$ cat src/slr_pkg.sv
// Shared constants, types and helpers for the stereo linear resampler.
package slr_pkg;

    localparam int SAMPLE_W      = 16;
    localparam int FRAC_BITS_DEF = 10;
    localparam int MAX_OUT       = 8;
    localparam int CNT_W         = $clog2(MAX_OUT);
    localparam int RATIO_EXTRA   = $clog2(MAX_OUT) + 1;
    localparam int DIV_BIT_W     = $clog2(SAMPLE_W);
    localparam int QUEUE_DEPTH   = 2;

    // Queue status seen by both ends.
    typedef struct packed {
        logic full;
        logic empty;
    } t_fifo_status;

    // Width of one packed job: four samples, ratio, start phase, count minus one.
    function automatic int job_width(input int frac);
        return 4 * SAMPLE_W + (frac + RATIO_EXTRA) + frac + CNT_W;
    endfunction

endpackage

$ cat src/stereo_linear_resampler.sv
// Stereo linear-interpolation sample rate converter, top level.
// Usage and timing: each input stereo frame request is taken whenever
// the two-entry job queue has room, so a burst of up to three frames
// (queue plus the job in progress) goes in back to back. A frame causes
// n = ceil((ratio - phase) / 2^FRAC_BITS) result requests, from none up to
// eight; frames that cause none only move the phase and shift the frame in.
// Every result passes through the back end in turn: a multiply state, a sum
// state, 16 restoring-divide steps (one quotient bit per cycle for both
// channels at once) and a handoff into the output register. Sustained
// throughput is set by the shared divider, which works on one result at a
// time while the queue takes further frames. The output register lets the
// back end start the next result while a finished one waits on stall. Write
// rate_ratio only while the block is idle; zero is taken as 1 and values
// above 8 << FRAC_BITS are clamped there.
module stereo_linear_resampler #(
    parameter int FRAC_BITS   = slr_pkg::FRAC_BITS_DEF,
    parameter int QUEUE_DEPTH = slr_pkg::QUEUE_DEPTH
) (
    input  logic                                       i_clk,
    input  logic                                       i_rst_n,
    // config
    input  logic                                       i_rate_ratio_we,
    input  logic [FRAC_BITS+slr_pkg::RATIO_EXTRA-1:0]  i_rate_ratio,
    // input frames
    input  logic                                       i_in_valid,
    output logic                                       o_in_stall,
    input  logic signed [slr_pkg::SAMPLE_W-1:0]        i_left_in,
    input  logic signed [slr_pkg::SAMPLE_W-1:0]        i_right_in,
    // results
    output logic                                       o_out_valid,
    input  logic                                       i_out_stall,
    output logic signed [slr_pkg::SAMPLE_W-1:0]        o_left_out,
    output logic signed [slr_pkg::SAMPLE_W-1:0]        o_right_out,
    output logic                                       o_last
);
    import slr_pkg::*;

    localparam int RW    = FRAC_BITS + RATIO_EXTRA;
    localparam int JOB_W = job_width(FRAC_BITS);
    localparam logic [RW-1:0] RATIO_ONE = RW'(1) << FRAC_BITS;
    localparam logic [RW-1:0] RATIO_MAX = RW'(MAX_OUT) << FRAC_BITS;

    logic [RW-1:0]    r_rate_ratio, n_rate_ratio;
    logic             push, pop;
    logic [JOB_W-1:0] push_job, head_job;
    t_fifo_status     q_status;

    // Clamp the written ratio into 1 .. 8 << FRAC_BITS.
    always_comb begin
        if (i_rate_ratio == '0) begin
            n_rate_ratio = RW'(1);
        end else if (i_rate_ratio > RATIO_MAX) begin
            n_rate_ratio = RATIO_MAX;
        end else begin
            n_rate_ratio = i_rate_ratio;
        end
    end

    always_ff @(posedge i_clk) begin
        if (!i_rst_n) begin
            r_rate_ratio <= RATIO_ONE;
        end else if (i_rate_ratio_we) begin
            r_rate_ratio <= n_rate_ratio;
        end
    end

    // Front end: phase bookkeeping, frame history, job build.
    slr_front #(
        .FRAC_BITS (FRAC_BITS)
    ) u_front (
        .i_clk      (i_clk),
        .i_rst_n    (i_rst_n),
        .i_in_valid (i_in_valid),
        .o_in_stall (o_in_stall),
        .i_left_in  (i_left_in),
        .i_right_in (i_right_in),
        .i_ratio    (r_rate_ratio),
        .i_status   (q_status),
        .o_push     (push),
        .o_job      (push_job)
    );

    // Job queue decoupling frame intake from the arithmetic.
    slr_fifo #(
        .WIDTH (JOB_W),
        .DEPTH (QUEUE_DEPTH)
    ) u_queue (
        .i_clk    (i_clk),
        .i_rst_n  (i_rst_n),
        .i_push   (push),
        .i_wdata  (push_job),
        .i_pop    (pop),
        .o_rdata  (head_job),
        .o_status (q_status)
    );

    // Back end: multiply, sum, divide, result register.
    slr_back #(
        .FRAC_BITS (FRAC_BITS)
    ) u_back (
        .i_clk       (i_clk),
        .i_rst_n     (i_rst_n),
        .i_job       (head_job),
        .i_status    (q_status),
        .o_pop       (pop),
        .o_out_valid (o_out_valid),
        .i_out_stall (i_out_stall),
        .o_left_out  (o_left_out),
        .o_right_out (o_right_out),
        .o_last      (o_last)
    );

endmodule

$ cat src/slr_fifo.sv
// Small register queue between the front end and the back end.
module slr_fifo #(
    parameter int WIDTH = 1,
    parameter int DEPTH = slr_pkg::QUEUE_DEPTH
) (
    input  logic                 i_clk,
    input  logic                 i_rst_n,
    input  logic                 i_push,
    input  logic [WIDTH-1:0]     i_wdata,
    input  logic                 i_pop,
    output logic [WIDTH-1:0]     o_rdata,
    output slr_pkg::t_fifo_status o_status
);
    import slr_pkg::*;

    localparam int PTR_W    = (DEPTH > 1) ? $clog2(DEPTH) : 1;
    localparam int COUNT_W  = $clog2(DEPTH + 1);

    logic [WIDTH-1:0]   r_mem [DEPTH];
    logic [PTR_W-1:0]   r_wr_ptr, n_wr_ptr;
    logic [PTR_W-1:0]   r_rd_ptr, n_rd_ptr;
    logic [COUNT_W-1:0] r_count, n_count;

    always_comb begin
        n_wr_ptr = r_wr_ptr;
        n_rd_ptr = r_rd_ptr;
        n_count  = r_count;
        if (i_push) begin
            n_wr_ptr = (r_wr_ptr == PTR_W'(DEPTH - 1)) ? '0 : r_wr_ptr + PTR_W'(1);
        end
        if (i_pop) begin
            n_rd_ptr = (r_rd_ptr == PTR_W'(DEPTH - 1)) ? '0 : r_rd_ptr + PTR_W'(1);
        end
        if (i_push && !i_pop) begin
            n_count = r_count + COUNT_W'(1);
        end else if (!i_push && i_pop) begin
            n_count = r_count - COUNT_W'(1);
        end
    end

    always_ff @(posedge i_clk) begin
        if (!i_rst_n) begin
            r_wr_ptr <= '0;
            r_rd_ptr <= '0;
            r_count  <= '0;
        end else begin
            r_wr_ptr <= n_wr_ptr;
            r_rd_ptr <= n_rd_ptr;
            r_count  <= n_count;
        end
    end

    always_ff @(posedge i_clk) begin
        if (i_push) begin
            r_mem[r_wr_ptr] <= i_wdata;
        end
    end

    assign o_rdata        = r_mem[r_rd_ptr];
    assign o_status.full  = (r_count == COUNT_W'(DEPTH));
    assign o_status.empty = (r_count == '0);

endmodule

$ cat src/slr_front.sv
// Front end: takes input frames, tracks phase and builds interpolation jobs.
module slr_front #(
    parameter int FRAC_BITS = slr_pkg::FRAC_BITS_DEF
) (
    input  logic                                         i_clk,
    input  logic                                         i_rst_n,
    input  logic                                         i_in_valid,
    output logic                                         o_in_stall,
    input  logic signed [slr_pkg::SAMPLE_W-1:0]          i_left_in,
    input  logic signed [slr_pkg::SAMPLE_W-1:0]          i_right_in,
    input  logic [FRAC_BITS+slr_pkg::RATIO_EXTRA-1:0]    i_ratio,
    input  slr_pkg::t_fifo_status                        i_status,
    output logic                                         o_push,
    output logic [slr_pkg::job_width(FRAC_BITS)-1:0]     o_job
);
    import slr_pkg::*;

    localparam int PW = FRAC_BITS + RATIO_EXTRA;
    localparam logic [PW-1:0] STEP_M1 = (PW'(1) << FRAC_BITS) - PW'(1);

    logic signed [SAMPLE_W-1:0] r_prev_l, r_prev_r, r_cur_l, r_cur_r;
    logic [FRAC_BITS-1:0]       r_phase, n_phase;
    logic                       accept;
    logic                       has_out;
    logic [PW-1:0]              phase_w, span, settle;
    logic [RATIO_EXTRA-1:0]     out_cnt;
    logic [CNT_W-1:0]           cnt_m1;

    assign o_in_stall = i_status.full;
    assign accept     = i_in_valid && !i_status.full;

    // Results for this frame: ceil((ratio - phase) / step) when phase < ratio.
    always_comb begin
        phase_w = PW'(r_phase);
        has_out = (phase_w < i_ratio);
        span    = i_ratio - phase_w + STEP_M1;
        out_cnt = span[PW-1:FRAC_BITS];
        cnt_m1  = CNT_W'(out_cnt - RATIO_EXTRA'(1));
        if (has_out) begin
            settle = phase_w + {out_cnt, {FRAC_BITS{1'b0}}} - i_ratio;
        end else begin
            settle = phase_w - i_ratio;
        end
        n_phase = settle[FRAC_BITS-1:0];
    end

    assign o_push = accept && has_out;
    assign o_job  = {r_prev_l, r_prev_r, r_cur_l, r_cur_r, i_ratio, r_phase, cnt_m1};

    always_ff @(posedge i_clk) begin
        if (!i_rst_n) begin
            r_prev_l <= '0;
            r_prev_r <= '0;
            r_cur_l  <= '0;
            r_cur_r  <= '0;
            r_phase  <= '0;
        end else if (accept) begin
            r_prev_l <= r_cur_l;
            r_prev_r <= r_cur_r;
            r_cur_l  <= i_left_in;
            r_cur_r  <= i_right_in;
            r_phase  <= n_phase;
        end
    end

    // A pushed job always carries between one and MAX_OUT results.
    a_job_count: assert property (@(posedge i_clk) disable iff (!i_rst_n)
        o_push |-> (out_cnt != '0) && (out_cnt <= RATIO_EXTRA'(MAX_OUT)))
        else $error("job result count out of range");

endmodule

$ cat src/slr_back.sv
// Back end: per result multiply, sum and restoring divide, then output register.
module slr_back #(
    parameter int FRAC_BITS = slr_pkg::FRAC_BITS_DEF
) (
    input  logic                                      i_clk,
    input  logic                                      i_rst_n,
    input  logic [slr_pkg::job_width(FRAC_BITS)-1:0]  i_job,
    input  slr_pkg::t_fifo_status                     i_status,
    output logic                                      o_pop,
    output logic                                      o_out_valid,
    input  logic                                      i_out_stall,
    output logic signed [slr_pkg::SAMPLE_W-1:0]       o_left_out,
    output logic signed [slr_pkg::SAMPLE_W-1:0]       o_right_out,
    output logic                                      o_last
);
    import slr_pkg::*;

    localparam int PW     = FRAC_BITS + RATIO_EXTRA;
    localparam int PROD_W = SAMPLE_W + PW + 1;
    localparam int NUM_W  = PROD_W + 1;
    localparam int REM_W  = PW + SAMPLE_W - 1;
    localparam logic [PW-1:0] STEP = PW'(1) << FRAC_BITS;

    typedef enum logic [4:0] {
        S_IDLE = 5'b00001,
        S_MUL  = 5'b00010,
        S_SUM  = 5'b00100,
        S_DIV  = 5'b01000,
        S_OUT  = 5'b10000
    } t_back_state;

    t_back_state r_state, n_state;

    logic signed [SAMPLE_W-1:0] j_prev_l, j_prev_r, j_cur_l, j_cur_r;
    logic [PW-1:0]              j_ratio;
    logic [FRAC_BITS-1:0]       j_phase;
    logic [CNT_W-1:0]           j_cnt;

    logic signed [SAMPLE_W-1:0] r_prev_l, r_prev_r, r_cur_l, r_cur_r;
    logic signed [SAMPLE_W-1:0] n_prev_l, n_prev_r, n_cur_l, n_cur_r;
    logic [PW-1:0]              r_ratio, n_ratio, r_phase, n_phase;
    logic [CNT_W-1:0]           r_cnt, n_cnt, r_idx, n_idx;
    logic signed [PROD_W-1:0]   r_pa_l, r_pb_l, r_pa_r, r_pb_r;
    logic signed [PROD_W-1:0]   n_pa_l, n_pb_l, n_pa_r, n_pb_r;
    logic                       r_neg_l, r_neg_r, n_neg_l, n_neg_r;
    logic [REM_W-1:0]           r_rem_l, r_rem_r, n_rem_l, n_rem_r;
    logic [REM_W-1:0]           r_den, n_den;
    logic [SAMPLE_W-1:0]        r_q_l, r_q_r, n_q_l, n_q_r;
    logic [DIV_BIT_W-1:0]       r_bit, n_bit;
    logic                       r_out_valid, n_out_valid;
    logic [SAMPLE_W-1:0]        r_left_out, r_right_out, n_left_out, n_right_out;
    logic                       r_last, n_last;

    logic                       out_free, take_job, load_out;
    logic signed [PW:0]         wgt_a, wgt_b;
    logic signed [NUM_W-1:0]    num_l, num_r, mag_l, mag_r;
    logic                       ge_l, ge_r;

    assign {j_prev_l, j_prev_r, j_cur_l, j_cur_r, j_ratio, j_phase, j_cnt} = i_job;

    assign out_free = !r_out_valid || !i_out_stall;
    assign wgt_a    = {1'b0, r_ratio - r_phase};
    assign wgt_b    = {1'b0, r_phase};
    assign num_l    = {r_pa_l[PROD_W-1], r_pa_l} + {r_pb_l[PROD_W-1], r_pb_l};
    assign num_r    = {r_pa_r[PROD_W-1], r_pa_r} + {r_pb_r[PROD_W-1], r_pb_r};
    assign mag_l    = num_l[NUM_W-1] ? -num_l : num_l;
    assign mag_r    = num_r[NUM_W-1] ? -num_r : num_r;
    assign ge_l     = (r_rem_l >= r_den);
    assign ge_r     = (r_rem_r >= r_den);

    always_comb begin
        n_state     = r_state;
        n_prev_l    = r_prev_l;
        n_prev_r    = r_prev_r;
        n_cur_l     = r_cur_l;
        n_cur_r     = r_cur_r;
        n_ratio     = r_ratio;
        n_phase     = r_phase;
        n_cnt       = r_cnt;
        n_idx       = r_idx;
        n_pa_l      = r_pa_l;
        n_pb_l      = r_pb_l;
        n_pa_r      = r_pa_r;
        n_pb_r      = r_pb_r;
        n_neg_l     = r_neg_l;
        n_neg_r     = r_neg_r;
        n_rem_l     = r_rem_l;
        n_rem_r     = r_rem_r;
        n_den       = r_den;
        n_q_l       = r_q_l;
        n_q_r       = r_q_r;
        n_bit       = r_bit;
        n_left_out  = r_left_out;
        n_right_out = r_right_out;
        n_last      = r_last;
        take_job    = 1'b0;
        load_out    = 1'b0;

        unique case (r_state)
            S_IDLE: begin
                if (!i_status.empty) begin
                    take_job = 1'b1;
                end
            end
            S_MUL: begin
                n_pa_l  = PROD_W'(r_prev_l) * PROD_W'(wgt_a);
                n_pb_l  = PROD_W'(r_cur_l) * PROD_W'(wgt_b);
                n_pa_r  = PROD_W'(r_prev_r) * PROD_W'(wgt_a);
                n_pb_r  = PROD_W'(r_cur_r) * PROD_W'(wgt_b);
                n_state = S_SUM;
            end
            S_SUM: begin
                n_neg_l = num_l[NUM_W-1];
                n_neg_r = num_r[NUM_W-1];
                n_rem_l = mag_l[REM_W-1:0];
                n_rem_r = mag_r[REM_W-1:0];
                n_den   = {r_ratio, {(SAMPLE_W-1){1'b0}}};
                n_bit   = DIV_BIT_W'(SAMPLE_W - 1);
                n_state = S_DIV;
            end
            S_DIV: begin
                n_rem_l = ge_l ? r_rem_l - r_den : r_rem_l;
                n_rem_r = ge_r ? r_rem_r - r_den : r_rem_r;
                n_q_l   = {r_q_l[SAMPLE_W-2:0], ge_l};
                n_q_r   = {r_q_r[SAMPLE_W-2:0], ge_r};
                n_den   = r_den >> 1;
                if (r_bit == '0) begin
                    n_state = S_OUT;
                end else begin
                    n_bit = r_bit - DIV_BIT_W'(1);
                end
            end
            S_OUT: begin
                if (out_free) begin
                    load_out    = 1'b1;
                    n_left_out  = r_neg_l ? -r_q_l : r_q_l;
                    n_right_out = r_neg_r ? -r_q_r : r_q_r;
                    n_last      = (r_idx == r_cnt);
                    if (r_idx == r_cnt) begin
                        if (!i_status.empty) begin
                            take_job = 1'b1;
                        end else begin
                            n_state = S_IDLE;
                        end
                    end else begin
                        n_idx   = r_idx + CNT_W'(1);
                        n_phase = r_phase + STEP;
                        n_state = S_MUL;
                    end
                end
            end
            default: begin
                n_state = S_IDLE;
            end
        endcase

        if (take_job) begin
            n_prev_l = j_prev_l;
            n_prev_r = j_prev_r;
            n_cur_l  = j_cur_l;
            n_cur_r  = j_cur_r;
            n_ratio  = j_ratio;
            n_phase  = PW'(j_phase);
            n_cnt    = j_cnt;
            n_idx    = '0;
            n_state  = S_MUL;
        end

        if (load_out) begin
            n_out_valid = 1'b1;
        end else if (!i_out_stall) begin
            n_out_valid = 1'b0;
        end else begin
            n_out_valid = r_out_valid;
        end
    end

    assign o_pop = take_job;

    always_ff @(posedge i_clk) begin
        if (!i_rst_n) begin
            r_state     <= S_IDLE;
            r_out_valid <= 1'b0;
        end else begin
            r_state     <= n_state;
            r_out_valid <= n_out_valid;
        end
    end

    always_ff @(posedge i_clk) begin
        r_prev_l    <= n_prev_l;
        r_prev_r    <= n_prev_r;
        r_cur_l     <= n_cur_l;
        r_cur_r     <= n_cur_r;
        r_ratio     <= n_ratio;
        r_phase     <= n_phase;
        r_cnt       <= n_cnt;
        r_idx       <= n_idx;
        r_pa_l      <= n_pa_l;
        r_pb_l      <= n_pb_l;
        r_pa_r      <= n_pa_r;
        r_pb_r      <= n_pb_r;
        r_neg_l     <= n_neg_l;
        r_neg_r     <= n_neg_r;
        r_rem_l     <= n_rem_l;
        r_rem_r     <= n_rem_r;
        r_den       <= n_den;
        r_q_l       <= n_q_l;
        r_q_r       <= n_q_r;
        r_bit       <= n_bit;
        r_left_out  <= n_left_out;
        r_right_out <= n_right_out;
        r_last      <= n_last;
    end

    assign o_out_valid = r_out_valid;
    assign o_left_out  = r_left_out;
    assign o_right_out = r_right_out;
    assign o_last      = r_last;

    // Interpolation weight must stay non-negative.
    a_phase_below_ratio: assert property (@(posedge i_clk) disable iff (!i_rst_n)
        (r_state == S_MUL) |-> (r_phase < r_ratio))
        else $error("phase reached ratio inside a job");

    // Quotient fits in SAMPLE_W bits: remainder below twice the shifted divisor.
    a_div_range: assert property (@(posedge i_clk) disable iff (!i_rst_n)
        (r_state == S_DIV) |-> (r_rem_l < {r_den, 1'b0}) && (r_rem_r < {r_den, 1'b0}))
        else $error("divider remainder out of range");

    a_idx_bound: assert property (@(posedge i_clk) disable iff (!i_rst_n)
        (r_state != S_IDLE) |-> (r_idx <= r_cnt))
        else $error("result index passed job count");

endmodule

$ cat config.mk
export PLATFORM = sky130hd
export DESIGN_NAME = stereo_linear_resampler
export DESIGN_NICKNAME = d
export VERILOG_FILES = /design/src/slr_pkg.sv /design/src/stereo_linear_resampler.sv /design/src/slr_fifo.sv /design/src/slr_front.sv /design/src/slr_back.sv
export SDC_FILE = /design/constraint.sdc
export NUM_CORES = 2
export LEC_CHECK = 0
export BUFFER_PORTS_ARGS = -buffer_cell sky130_fd_sc_hd__clkbuf_2
export CORE_UTILIZATION = 39
export CTS_BUF_LIST = sky130_fd_sc_hd__clkbuf_2 sky130_fd_sc_hd__clkbuf_4 sky130_fd_sc_hd__clkbuf_8
export DETAILED_ROUTE_END_ITERATION = 8
export PLACE_DENSITY = 0.62
export SLEW_MARGIN = 30
export SYNTH_ARGS = -nofsm -noshare
export SYNTH_HDL_FRONTEND = slang
export SYNTH_HIERARCHICAL = 1
export SYNTH_SLANG_ARGS = --single-unit
export TNS_END_PERCENT = 50
$ cat constraint.sdc
create_clock -name i_clk -period 11 [get_ports i_clk]
set_clock_uncertainty 0.2 [all_clocks]
set_input_delay 0 -clock i_clk [delete_from_list [all_inputs] [get_ports i_clk]]
set_output_delay 0 -clock i_clk [all_outputs]
set_load 0.02 [all_outputs]
== Word level (Yosys, flattened, before mapping) ==
Memories as Yosys holds them, arrays and structs flattened. A register that Yosys moved wholly into a read port is not among the register bits.
Cells that the tools add are included.
Storage, ports and cells
  word-level logic and storage cells: 155
  RAM bits: 182
  input port bits: 51
  memories kept: 1
  flip-flop bits (word level): 478
Memories
  u_queue.r_mem: depth 2, width 91, rd ports 1, clocked after memory_dff 1, write ports 1, RTL line slr_fifo.sv:19  | logic [WIDTH-1:0] r_mem [DEPTH];
Operators by class
  magnitude comparators: 4
  bitwise logic cells: 3
  $mul: 4
  add/subtract/negate cells: 22
  reduce and logical (&&, ||, !) cells: 26
  equal/unequal tests: 19
  multiplexer cells: 40
Operator list (count)
  $pmux W29 S2: 3
  $mul A16 B15 Y31: 4
  $mux W29: 4
  $add A31 B31 Y32: 2
  $ge A29 B29 Y1: 2
  $neg A29 Y29: 2
  $sub A29 B29 Y29: 2
  $mux W10: 5
  $mux W16: 2
  $neg A16 Y16: 2
  $mux W14: 2
  $pmux W5 S5: 1
  $mux W5: 4
  $sub A10 B10 Y10: 2
  $add A14 B11 Y14 const B: 1
  $gt A14 B14 Y1 const B: 1
  $logic_not A14 Y1: 1
  $lt A10 B14 Y1: 1
  $sub A14 B14 Y14: 1
  $add A13 B10 Y13 const B: 1
  $mux W1: 13
  $sub A13 B10 Y13: 1
  $add A10 B1 Y10 const B: 1
  $ne A2 B1 Y1 const B: 5
  31 further kinds: 55

== Depth between registers and ports, before layout ==
  depth after elaboration: 8
  gate-level depth with buffers: 39
  gate-level depth less buffers: 38

== Hierarchy ==
Netlist, hierarchy kept.
By module, submodules not included
  slr_back: cells each 5520, area an instance 54444.7 um2, seq. area each 11461.0 um2, instances 1
  slr_fifo: cells each 305, area an instance 6817.8 um2, seq. area each 5565.3 um2, instances 1
  slr_front: cells each 446, area an instance 3499.6 um2, seq. area each 1481.4 um2, instances 1
  stereo_linear_resampler: cells each 76, area an instance 633.1 um2, seq. area each 280.3 um2, instances 1

== Least setup slack after synthesis ==
OpenSTA, ideal clock, no wires.
  path kind: flip-flop to flip-flop
  from: reg u_back.r_phase[1]
  to: reg u_back.r_pa_r[30] (data pin)
  data arrival time: 8.224 ns
  data required time: 10.540 ns
  cell stages (with the launch flop): 36
  library setup time: 0.260 ns
  setup slack: 2.316 ns
  cells stage by stage: edfxtp_1 > clkbuf_1 > inv_1 > ha_1 > nor2b_1 > o21ai_0 > a21boi_0 > o21ai_0 > a21boi_0 > o21ai_0 > a21boi_0 > o21ai_0 > nor2b_1 > xnor2_1 > clkbuf_1 > nand2_1 > fa_1 > fa_1 > fa_1 > inv_1 > fa_1 > fa_1 > inv_1 > fa_1 > inv_1 > ha_1 > a21o_1 > and4_1 > a21oi_1 > o21ai_0 > a21oi_1 > o221ai_1 > or4_1 > a31o_2 > a21oi_1 > xnor2_1
Between the ends
  word-level cells in the longest chain between the ends: 2
RTL lines
  start: declaration: RTL line slr_back.sv:41  | logic [PW-1:0] r_ratio, n_ratio, r_phase, n_phase;
  start signal: assignment: RTL line slr_back.sv:196  | r_phase <= n_phase;
  $sub A14 B14 Y14: RTL line slr_back.sv:62  | assign wgt_a = {1'b0, r_ratio - r_phase};
  $mul A16 B15 Y31: RTL line slr_back.sv:108  | n_pa_r = PROD_W'(r_prev_r) * PROD_W'(wgt_a);
  end signal: assignment: RTL line slr_back.sv:201  | r_pa_r <= n_pa_r;
  end: declaration: RTL line slr_back.sv:43  | logic signed [PROD_W-1:0] r_pa_l, r_pb_l, r_pa_r, r_pb_r;
No other way between the ends.
A chain may end at the register's enable or synchronous reset.

== Worst setup path after layout ==
  from: reg u_back.r_phase[1]
  to: reg u_back.r_pa_l[29] (data pin)
Between the ends
  word-level cells in the longest chain between the ends: 2
RTL lines
  $sub A14 B14 Y14: RTL line slr_back.sv:62
  $mul A16 B15 Y31: RTL line slr_back.sv:106  | n_pa_l = PROD_W'(r_prev_l) * PROD_W'(wgt_a);
  end signal: assignment: RTL line slr_back.sv:199  | r_pa_l <= n_pa_l;
  end: declaration: RTL line slr_back.sv:43
No other way between the ends.

==> impl_metrics.yaml <==
status:
  status: "finished clean"
critical_path:
  r2r_end: "u_back/r_pa_l[29]"
  slowest_stage: "or3_2"
  worstSetupPathType: "reg -> reg"
  worst_r2r_startpoint: "u_back/r_phase[1]"
  required_ns: 11.44
  cp_max_fo: 34
  cp-startpoint: "u_back/r_phase[1]"
  path_delay_family: "compound AO/OA/AOI/OAI gates"
  crit_buf_inv: 5
  arrival_ns: 10.43
  crit_end: "u_back/r_pa_l[29]"
  r2r_slack_ns: 1.01
  startpoint_type: "flop"
  worstRegToRegCells: 36
  worst-path-stages: 36
  slowest_delay_ns: 0.79
  crit_path_end_kind: "flop"
detailed_routing:
  routed_wirelength_mm: 169
  dr.pass1.iters: 7
  drc: 0
  routed-via-count: 45630
  via_per_inst: 5.16
  routedWlPerCell_um: 19.1
  drt_iter0_markers: 2919
  ant_nets: 0
timing:
  fin_hold_ws_ns: 0.223
  fin_crit_ns: 9.99
  final.setup.tns_ns: 0
  relSlewSlack_pct: 35.8
  fmax_mhz: 100
  finalSetupViolations: 0
  min_period_over_period_pct: 90.8
  hold_viol: 0
  slew_violations: 0
  tightest_slew_ns: 0.963
  grt_setup_unrepaired: "false"
global_route:
  grt_max_degree: 77
  top_usage_layer: "met2"
  gr-total-overflow: 0
  grt_pass1_wl_mm: 266
  grt_antenna_before_repair: 7
  grt.total_usage_pct: 20.2
  grt_pass1_vias: 47158
  grtUsageMet2_pct: 33.3
  use_met1_pct: 27.1
  met3_usage_pct: 3.24
die:
  row_count: 149
  initial_utilization_pct: 39.5
  die_y_um: 411
  die_x_um: 411
  die_area_um2: 169000
  top_level_ports: 86
  fp.coreArea_um2: 166000
clocking:
  cts_max_path_buffers: 3
  cts_tree: "built"
  cts_hold_buf: 199
  clk_latency_ns: 0.90
  cts_setup_buffers: 0
  numCtsBuffers: 111
  clk_pin_slew_worst_paths_ns: 0.07
  clock-sinks: 661
  clockRootBuffer: "clkbuf_8"
  cts_resized: 0
  htreeDepth: 3
synthesis:
  yosysSeqAreaShare_pct: 28.7
  yosysWarnings: 6
  synth_ff_type: "edfxtp_1"
  syn_inst: 6347
  synth_nets: 7745
  syn_area_per_cell_um2: 10.3
  synth_seq_cells: 661
  async_flop_share_pct: 0
  ys_types: 94
  syn_area_um2: 65400
  synth_edf_count: 555
finish:
  layout-drive-gt1-share_pct: 7.53
  syn_to_final_growth_pct: 11.1
  stdcell_area_um2: 72600
  nFillCells: 15361
  finalNonFillerCells: 8850
  nets: 7958
place:
  post-place-cells: 8437
  place_area_um2: 68100
  dp_hpwl_mm: 127
  gp_congestion: 0.896
  port_buffers: 85
worst_hold_path:
  hp-class: "reg -> reg"
job:
  maxCapViolations: 0
==> stage by stage <==
stage | utilization (%) | setup WS, ns
after CTS | 43.8 | 1.07
after floorplan | - | 2.32
after detailed placement | 41.1 | 1.06
final | 43.8 | 1.01
after global placement | 41.1 | 1.34
after global routing | 43.8 | 0.580
==> routing by layer <==
| metal | wire, µm | up-vias |
|---|---|---|
| met5 | 27 | - |
| met4 | 5680 | 4 |
| met3 | 9800 | 272 |
| met2 | 79100 | 1370 |
| met1 | 74200 | 23031 |
| li1 | - | 20953 |
==> cell usage in the layout, fill, tap and decap left out, drive strengths merged, types with 100 or more instances in the layout <==
cell | Yosys | routed
dlygate4sd3 | 0 | 199
a21oi | 314 | 314
inv | 1037 | 1042
fa | 878 | 878
nand2 | 683 | 683
xnor2 | 214 | 214
dfxtp | 106 | 106
xor2 | 103 | 103
nor2 | 211 | 211
o21ai | 189 | 189
edfxtp | 555 | 555
and2 | 500 | 500
ha | 469 | 469
a21o | 100 | 100
clkbuf | 202 | 243
==> kinds of logic after synthesis <==
logic type                 after synthesis  share of synthesized area (%)
and+or+nand+nor                       1779                           13.6
adders and majority gates             1347                           35.9
buffers and inverters                 1277                           7.57
AOI/OAI and AO/OA                      866                           8.28
DFF                                    661                           28.7
xor gates and xnor gates               317                           4.25
muxes                                  100                           1.70
==> registers in the layout, summed over array words and instances (netlist names), 29 cells and up, named ones only <==
register,count
u_back/r_pa_l,31
u_back/r_pb_r,31
u_back/r_pa_r,31
u_back/r_rem_r,29
u_back/r_rem_l,29
u_back/r_den,29
u_queue/r_mem,182
u_back/r_pb_l,31
==> how the worst min path moves through the flow <==
stage	from	to	slack (ns)	cells after the start
after CTS	i_rate_ratio_we	r_rate_ratio[10]	0.004	3
after global routing	i_rate_ratio_we	r_rate_ratio[10]	0.21	3
after global placement	i_left_in[13]	u_front/r_cur_l[13]	0.02	3
after detailed placement	i_left_in[9]	u_front/r_cur_l[9]	0.03	3
final	u_front/r_prev_r[7]	u_queue/r_mem[0][66]	0.22	0
after floorplan	i_rst_n	u_back/r_state[0]	-0.14	1
==> synthesized netlist by cell type, types with 6 or more instances <==
cell / number / area share (%)
o22ai_1: 13 / 0.12
o21bai_1: 32 / 0.37
buf_1: 6 / 0.034
nor2_1: 208 / 1.2
nor4_1: 12 / 0.11
xor2_1: 103 / 1.4
a21oi_1: 311 / 2.4
fa_1: 878 / 27
dfxtp_1: 106 / 3.2
xnor2_1: 214 / 2.9
or4_1: 10 / 0.11
o31ai_1: 25 / 0.29
o21a_1: 36 / 0.41
or3_1: 22 / 0.21
nor2b_1: 96 / 0.92
nand4_1: 21 / 0.20
mux2_2: 91 / 1.6
mux2i_1: 9 / 0.14
a21o_1: 100 / 1.1
and4_1: 6 / 0.080
a31oi_1: 15 / 0.14
edfxtp_1: 555 / 25
o311ai_0: 6 / 0.080
and3_1: 21 / 0.20
o211ai_1: 11 / 0.13
inv_1: 1036 / 5.9
o41ai_1: 6 / 0.080
o21ai_0: 175 / 1.3
and2_1: 499 / 4.8
nor3_1: 59 / 0.45
or2_2: 10 / 0.096
a211oi_1: 22 / 0.25
ha_1: 469 / 9.0
o21ai_1: 12 / 0.092
buf_4: 17 / 0.20
nand3_1: 45 / 0.34
o31a_1: 11 / 0.15
nand2_1: 683 / 3.9
a2111oi_0: 8 / 0.11
nand2b_1: 51 / 0.49
a21boi_0: 12 / 0.14
clkbuf_1: 202 / 1.2
buf_6: 12 / 0.21
==> layout make-up <==
class,instances,area (µm²),area share (%)
timing repair buffer,340,2840,3.91
tap,2189,2740,3.77
clock inverter,51,534,0.736
sequential,661,18800,25.9
inverter,1037,3900,5.36
clock buffer,158,2010,2.76
antenna,5,12.5,0.0172
multi-input combinational,4409,41800,57.6
==> worst reg2reg max path: cells and delay by family, from the launching register on <==
family,cells,cell delay (ns)
AOI/OAI and AO/OA,17,4.04
adders and majority gates,8,3.25
and+or+nand+nor,5,1.40
DFF,1,0.52
buffers and inverters,5,0.26
xor gates and xnor gates,1,0.08
Power is not shown: default switching activity piles up to over one toggle a cycle in this logic, so the estimate is an artifact.
